[src/rtl/hwheel_pkg.sv]
// Types and constants for the hashed timer wheel.
// No dependencies; imported by hashed_timer_wheel_top.
package hwheel_pkg;

    localparam int ID_W    = 5;
    localparam int DELAY_W = 20;

    typedef enum logic [1:0] {
        REQ_START  = 2'd0,
        REQ_CANCEL = 2'd1,
        REQ_TICK   = 2'd2
    } req_code_t;

    localparam logic STATUS_OK        = 1'b0;
    localparam logic STATUS_NOT_FOUND = 1'b1;

    typedef struct packed {
        logic [1:0]         req_type;
        logic [ID_W-1:0]    timer_id;
        logic [DELAY_W-1:0] delay_ticks;
    } req_t;

    typedef struct packed {
        logic            status;
        logic            expired_valid;
        logic [ID_W-1:0] expired_id;
        logic            last;
    } rsp_t;

endpackage

[src/rtl/hashed_timer_wheel_top.sv]
// Hashed timing wheel with rounds over a fixed table of timers indexed by id.
// Depends on hwheel_pkg for the word types and request codes.
//
//   channel | direction | handshake            | word
//   req     | in        | req_valid, req_stall | req_word (req_t)
//   rsp     | out       | rsp_valid, rsp_stall | rsp_word (rsp_t)
//
// Start, cancel and unused codes give one word each.
// A tick walks the timer table through one shared slot/rounds memory port:
// an idle entry passes through ST_READ alone, a live entry through ST_READ and
// ST_EVAL, then ST_CLOSE ends it; ST_EVAL and ST_CLOSE can wait on rsp_stall.
// Reset clears the valid marks, the slot pointer and the control state.
// No request is taken while a tick walks or while a response word is stalled.
module hashed_timer_wheel_top
    import hwheel_pkg::*;
#(
    parameter int WHEEL_SLOTS = 16,
    parameter int MAX_TIMERS  = 32,
    parameter int ROUND_BITS  = 16
)
(
    input  logic clk,
    input  logic rst_n,
    input  logic req_valid,
    output logic req_stall,
    input  req_t req_word,
    output logic rsp_valid,
    input  logic rsp_stall,
    output rsp_t rsp_word
);

    localparam int SLOT_W = (WHEEL_SLOTS > 1) ? $clog2(WHEEL_SLOTS) : 1;
    localparam int IDX_W  = (MAX_TIMERS > 1) ? $clog2(MAX_TIMERS) : 1;
    localparam int ENT_W  = SLOT_W + ROUND_BITS;
    localparam logic [32:0] ROUND_MAX = (33'd1 << ROUND_BITS) - 33'd1;
    localparam logic [IDX_W-1:0] LAST_IDX = IDX_W'(MAX_TIMERS - 1);

    typedef enum logic [1:0] {
        ST_IDLE,
        ST_READ,
        ST_EVAL,
        ST_CLOSE
    } state_t;

    state_t              state_reg, state_next;
    logic [MAX_TIMERS-1:0] valid_reg, valid_next;
    logic [SLOT_W-1:0]   cur_slot_reg, cur_slot_next;
    logic [IDX_W-1:0]    scan_idx_reg, scan_idx_next;
    logic                pend_valid_reg, pend_valid_next;
    logic [IDX_W-1:0]    pend_id_reg, pend_id_next;
    logic                rsp_valid_reg, rsp_valid_next;
    rsp_t                rsp_word_reg, rsp_word_next;

    logic [ENT_W-1:0]    mem [MAX_TIMERS];
    logic [ENT_W-1:0]    rd_data_reg;
    logic                mem_we;
    logic                mem_re;
    logic [IDX_W-1:0]    mem_waddr;
    logic [ENT_W-1:0]    mem_wdata;

    logic                out_free;
    logic                id_in_range;
    logic [IDX_W-1:0]    req_idx;
    logic [32:0]         rounds_wide;
    logic [ROUND_BITS-1:0] rounds_sat;
    logic [SLOT_W-1:0]   start_slot;
    logic [SLOT_W-1:0]   rd_slot;
    logic [ROUND_BITS-1:0] rd_rounds;

    assign out_free    = !rsp_valid_reg || !rsp_stall;
    assign req_stall   = !((state_reg == ST_IDLE) && out_free);
    assign rsp_valid   = rsp_valid_reg;
    assign rsp_word    = rsp_word_reg;

    assign id_in_range = 32'(req_word.timer_id) < MAX_TIMERS;
    assign req_idx     = IDX_W'(req_word.timer_id);
    assign rounds_wide = 33'(req_word.delay_ticks >> SLOT_W);
    assign rounds_sat  = (rounds_wide > ROUND_MAX) ? ROUND_MAX[ROUND_BITS-1:0]
                                                   : rounds_wide[ROUND_BITS-1:0];
    assign start_slot  = cur_slot_reg + req_word.delay_ticks[SLOT_W-1:0];
    assign rd_slot     = rd_data_reg[ROUND_BITS +: SLOT_W];
    assign rd_rounds   = rd_data_reg[ROUND_BITS-1:0];

    always_comb
    begin
        state_next      = state_reg;
        valid_next      = valid_reg;
        cur_slot_next   = cur_slot_reg;
        scan_idx_next   = scan_idx_reg;
        pend_valid_next = pend_valid_reg;
        pend_id_next    = pend_id_reg;
        rsp_valid_next  = rsp_valid_reg && rsp_stall;
        rsp_word_next   = rsp_word_reg;
        mem_we          = 1'b0;
        mem_re          = 1'b0;
        mem_waddr       = req_idx;
        mem_wdata       = {start_slot, rounds_sat};

        unique case (state_reg)
            ST_IDLE:
            begin
                if (req_valid && out_free)
                begin
                    rsp_word_next = '{status: STATUS_OK, expired_valid: 1'b0,
                                      expired_id: '0, last: 1'b1};
                    unique case (req_word.req_type)
                        REQ_START:
                        begin
                            rsp_valid_next = 1'b1;
                            if (id_in_range)
                            begin
                                mem_we              = 1'b1;
                                valid_next[req_idx] = 1'b1;
                            end
                        end
                        REQ_CANCEL:
                        begin
                            rsp_valid_next = 1'b1;
                            if (id_in_range && valid_reg[req_idx])
                            begin
                                valid_next[req_idx] = 1'b0;
                            end
                            else
                            begin
                                rsp_word_next.status = STATUS_NOT_FOUND;
                            end
                        end
                        REQ_TICK:
                        begin
                            scan_idx_next   = '0;
                            pend_valid_next = 1'b0;
                            state_next      = ST_READ;
                        end
                        default:
                        begin
                            rsp_valid_next = 1'b1;
                        end
                    endcase
                end
            end
            ST_READ:
            begin
                if (valid_reg[scan_idx_reg])
                begin
                    mem_re     = 1'b1;
                    state_next = ST_EVAL;
                end
                else if (scan_idx_reg == LAST_IDX)
                begin
                    state_next = ST_CLOSE;
                end
                else
                begin
                    scan_idx_next = scan_idx_reg + 1'b1;
                end
            end
            ST_EVAL:
            begin
                if (!(rd_slot == cur_slot_reg && rd_rounds == '0 && pend_valid_reg
                      && !out_free))
                begin
                    if (rd_slot == cur_slot_reg)
                    begin
                        if (rd_rounds == '0)
                        begin
                            valid_next[scan_idx_reg] = 1'b0;
                            if (pend_valid_reg)
                            begin
                                rsp_valid_next = 1'b1;
                                rsp_word_next  = '{status: STATUS_OK, expired_valid: 1'b1,
                                                   expired_id: ID_W'(pend_id_reg),
                                                   last: 1'b0};
                            end
                            pend_valid_next = 1'b1;
                            pend_id_next    = scan_idx_reg;
                        end
                        else
                        begin
                            mem_we    = 1'b1;
                            mem_waddr = scan_idx_reg;
                            mem_wdata = {rd_slot, rd_rounds - 1'b1};
                        end
                    end
                    if (scan_idx_reg == LAST_IDX)
                    begin
                        state_next = ST_CLOSE;
                    end
                    else
                    begin
                        scan_idx_next = scan_idx_reg + 1'b1;
                        state_next    = ST_READ;
                    end
                end
            end
            ST_CLOSE:
            begin
                if (out_free)
                begin
                    rsp_valid_next = 1'b1;
                    rsp_word_next  = '{status: STATUS_OK, expired_valid: pend_valid_reg,
                                       expired_id: pend_valid_reg ? ID_W'(pend_id_reg)
                                                                  : ID_W'(0),
                                       last: 1'b1};
                    cur_slot_next  = cur_slot_reg + 1'b1;
                    state_next     = ST_IDLE;
                end
            end
            default:
            begin
                state_next = ST_IDLE;
            end
        endcase
    end

    always_ff @(posedge clk or negedge rst_n)
    begin
        if (!rst_n)
        begin
            state_reg      <= ST_IDLE;
            valid_reg      <= '0;
            cur_slot_reg   <= '0;
            scan_idx_reg   <= '0;
            pend_valid_reg <= 1'b0;
            rsp_valid_reg  <= 1'b0;
        end
        else
        begin
            state_reg      <= state_next;
            valid_reg      <= valid_next;
            cur_slot_reg   <= cur_slot_next;
            scan_idx_reg   <= scan_idx_next;
            pend_valid_reg <= pend_valid_next;
            rsp_valid_reg  <= rsp_valid_next;
        end
    end

    always_ff @(posedge clk)
    begin
        pend_id_reg  <= pend_id_next;
        rsp_word_reg <= rsp_word_next;
    end

    always_ff @(posedge clk)
    begin
        if (mem_we)
        begin
            mem[mem_waddr] <= mem_wdata;
        end
        if (mem_re)
        begin
            rd_data_reg <= mem[scan_idx_reg];
        end
    end

endmodule

[config.mk]
export PLATFORM = sky130hd
export DESIGN_NAME = hashed_timer_wheel_top
export DESIGN_NICKNAME = d
export VERILOG_FILES = /design/src/rtl/hwheel_pkg.sv /design/src/rtl/hashed_timer_wheel_top.sv
export SDC_FILE = /design/constraint.sdc
export NUM_CORES = 1
export LEC_CHECK = 0
export BUFFER_PORTS_ARGS = -buffer_cell sky130_fd_sc_hd__buf_2
export CAP_MARGIN = 20
export CORE_MARGIN = 1
export CORE_UTILIZATION = 35
export CTS_CLUSTER_SIZE = 12
export DETAILED_ROUTE_END_ITERATION = 7
export GPL_TIMING_DRIVEN = 0
export MAX_ROUTING_LAYER = met4
export PLACE_DENSITY = 0.52
export SETUP_SLACK_MARGIN = 0.2
export SYNTH_ARGS = -nofsm -noshare
export SYNTH_HDL_FRONTEND = slang
export SYNTH_SLANG_ARGS = --single-unit
[constraint.sdc]
create_clock -name clk -period 4.9 [get_ports clk]
set_input_delay 0.98 -clock clk [delete_from_list [all_inputs] [get_ports clk]]
set_output_delay 0.98 -clock clk [all_outputs]
set_load 0.01 [all_outputs]
==> metrics.md <==
| Metric | Value |
|---|---|
| Status | complete, no violations |
| Fin crit share | 90.0% |
| Post-CTS setup buffer count | 0 |
| Critical Path End Type | flip-flop |
| Fillcell total | 7720 |
| WP data required | ~5.1 ns |
| Main combinational cell family by area after synthesis | multiplexers |
| Max reg flops | between 600 and 700 |
| Remaining antenna violation count | 0 |
| Post-synthesis adder-cell area fraction | less than 1% |
| Sequential share of the synthesized area | a little over two thirds |
| Die Y | 296 µm |
| VDD IR max | roughly 0.37 mV |
| Combinational group share of total power | 27.8% |
| Worst Setup Start Kind | flip-flop |
| H-Tree Depth | 3 |
| Top cells by area, synth | edfxtp_1, mux4_2, dfrtp_1 |
| Critical path type | reg2reg |
| Simple-gate share of the synthesized area | 5.18% |
| Final setup fails | 0 |
| Worst-Margin Slew | ~1.2 ns |
| Most frequent cell after synthesis | edfxtp_1 |
| Drt drc | 0 |
| Lkg Pwr | approximately 11 nW |
| Final Hold Violating Endpoints | 0 |
| Cell Chain, Critical Path | buf_2 > buf_2 > buf_1 > clkbuf_1 > nand4_1 > o32ai_1 > and2_2 |
| Power per cell area | 529 nW/µm² |
| Max cap viols | 0 |
| Pin count of the biggest net entering global routing | 33 |
| Core footprint | 85400 µm² |
| Part of the power in the clock network | between 20% and 30% |
| Crit path time final | 4.41 ns |
| Gr usage total | a little over a fifth |
| Cell Area, Synth | approximately 30000 µm² |
| Share of post-route cells with drive strength above 1 | 23.7% |
| CP max FO | 20 |
| Fmax | 227 MHz |
| Global-route wire length before repair | ~130000 µm |
| Share of the synthesized area in the top cell type | around 67% |
| Post-synth net total | around 1800 |
| Clock sink total | ~720 |
| Final Wtd Congestion | 0.903 |
| Crit path buf inv count | 4 |
| Total routed wirelength | 90500 µm |
| YS warnings | 0 |
| Main flop type after synthesis | edfxtp_1 |
| Syn_area_per_cell | between 15 and 20 µm² |
| Pre-antenna DRT Iters | 6 |
| Post-DP HPWL | ~61000 µm |
| Worst Setup SP | scan_idx_reg[1] |
| Skew final | about 0.043 ns |
| Syn Inst Count | roughly 1700 |
| 1st-iter DRT viols | roughly 1600 |
| Post-synth EDFFs | a little under 700 |
| Critical path's slowest cell | and2_2 |
| Global route overflow | 0 |
| Max Root-Sink Buffers | 3 |
| Post-synthesis compound-gate area fraction | ~7.2% |
| Post-layout util | about two fifths |
| Post-CTS sizing | 0 |
| Via density per instance | ~5.7 |
| Crit path DAT | 4.64 ns |
| Async SR Flop Fraction | 6.27% |
| Netlist cell types | 73 |
| Antenna violations before repair | 1 |
| Relative slew slack | 20.7% |
| Biggest area consumer among synthesized cells | edfxtp_1 |
| DIE AREA | between 80000 and 90000 µm² |
| Sw frac | 32.2% |
| Post-synthesis mux area share | between 10% and 20% |
| Hold buffer count at cts | 0 |
| Synth top cells by count | edfxtp_1, mux4_2, nand2_1 |
| Top Ports | roughly 40 |
| Clk_lat worst skew | 0.64 ns |
| Root Driver | clkbuf_16 |
| Vias in the first global route | between 15000 and 20000 |
| Crit path largest cell delay | 0.77 ns |
| Unrepaired setup endpoints after global routing | false |
| Initial Util | around 35% |
| Synth-to-layout area growth | 16.9% |
| Sw Pwr | 6.03 mW |
| Hold Slack | a little under 0.4 ns |
| RR Startpoint | scan_idx_reg[1] |
| Flops & latches, synth | approximately 720 |
| Cell Rows | roughly 110 |
| Nets | 1925 |
| Clock Pin Slew Worst Setup and Hold Paths | roughly 0.060 ns |
| Reg2Reg Setup Slack | roughly 0.49 ns |
| Num CTS Buffers | between 70 and 80 |
| Reg power frac | a little over two fifths |
| CTS tree | built |
| Vias | 17632 |
| Wirelength per Cell | between 20 and 30 µm |
| Family with the most delay on the worst path | buffers and inverters |
| PortBufs | 38 |
| Type of the most critical hold path | in2async |
| Pint | between 10 and 15 mW |
| Xor/xnor cell area share of the yosys netlist | less than 1% |
| Most used cell along the critical path | buf_2 |
| DIE WIDTH | between 200 and 300 µm |
| Final slew viol count | 0 |
-- power by group through the flow --
stage               sequential (mW)  combinational, mW  clock, mW
finish                         7.94               5.21       5.59
global route                   7.96               5.57       5.94
CTS                            7.93               5.18       5.71
detailed placement             8.05               5.16          0
global placement               8.11               4.81          0
floorplan                      7.95               3.23          0
-- layout make-up --
| class | count | area [µm²] | area share [%] |
|---|---|---|---|
| diodes | 1 | 2.50 | 0.00707 |
| plain buffers | 121 | 541 | 1.53 |
| clock buffers | 102 | 2030 | 5.73 |
| clock inverters | 31 | 348 | 0.982 |
| inverters | 21 | 78.8 | 0.223 |
| multi-input cells | 861 | 8670 | 24.5 |
| flip-flops and latches | 718 | 21300 | 60.2 |
| well taps | 1144 | 1430 | 4.04 |
| repair buffers | 78 | 977 | 2.76 |
-- logic make-up after synthesis --
family | count (synthesis)
compound gates | 303
xor+xnor | 22
fa+ha+maj | 16
buf+inv | 142
flops | 718
mux | 209
simple gates | 311
-- per-stage QoR --
| step | area, µm² | std cells | worst slack, ns | power, mW | TNS [ns] |
|---|---|---|---|---|---|
| global route | 35400 | 3076 | 0.322 | 19.5 | 0 |
| global placement | 31900 | 2903 | -1.95 | 12.9 | -643.08 |
| finish | 35400 | 3077 | 0.488 | 18.7 | 0 |
| detailed placement | 33000 | 2939 | 0.432 | 13.2 | 0 |
| floorplan | 30300 | 1721 | 1.03 | 11.2 | 0 |
| CTS | 35300 | 3072 | 0.404 | 18.8 | 0 |
-- per-layer routing --
layer / part of all wire (%) / global-route usage, % / vias to the layer above / routed length (µm)
met1: 41 / 28.2 / 9363 / 37500
met4: 2.8 / 5.90 / 0 / 2570
met3: 6.4 / 3.20 / 149 / 5790
li1: - / - / 7414 / -
met2: 49 / 34.8 / 706 / 44600
met5: 0 / - / - / 0
-- path summary, 6_finish.rpt --
path | to | cells past startpoint
max | mem[10][13] | 7
min | async pin | 1
max reg2reg | mem[10][13] | 7
min reg2reg | pend_id_reg[3] | 0
max in group asynchronous | async pin | 2
min in group clk | pend_id_reg[3] | 0
-- cells in the final DEF (no fill, tap or decap), types with 15 or more instances in the layout --
master	count
buf_8	19
a22o_1	16
edfxtp_1	673
dfrtp_1	45
a32oi_1	40
a22oi_1	55
buf_2	62
inv_1	20
ha_1	15
nor2_4	24
a21oi_1	46
xnor2_1	15
nand2_1	103
clkbuf_16	77
o21ai_0	18
nand4_1	36
a21o_1	28
nor2_1	45
mux4_2	165
clkbuf_1	86
buf_1	25
mux2i_1	30
Power figures use the tool's default switching activity.
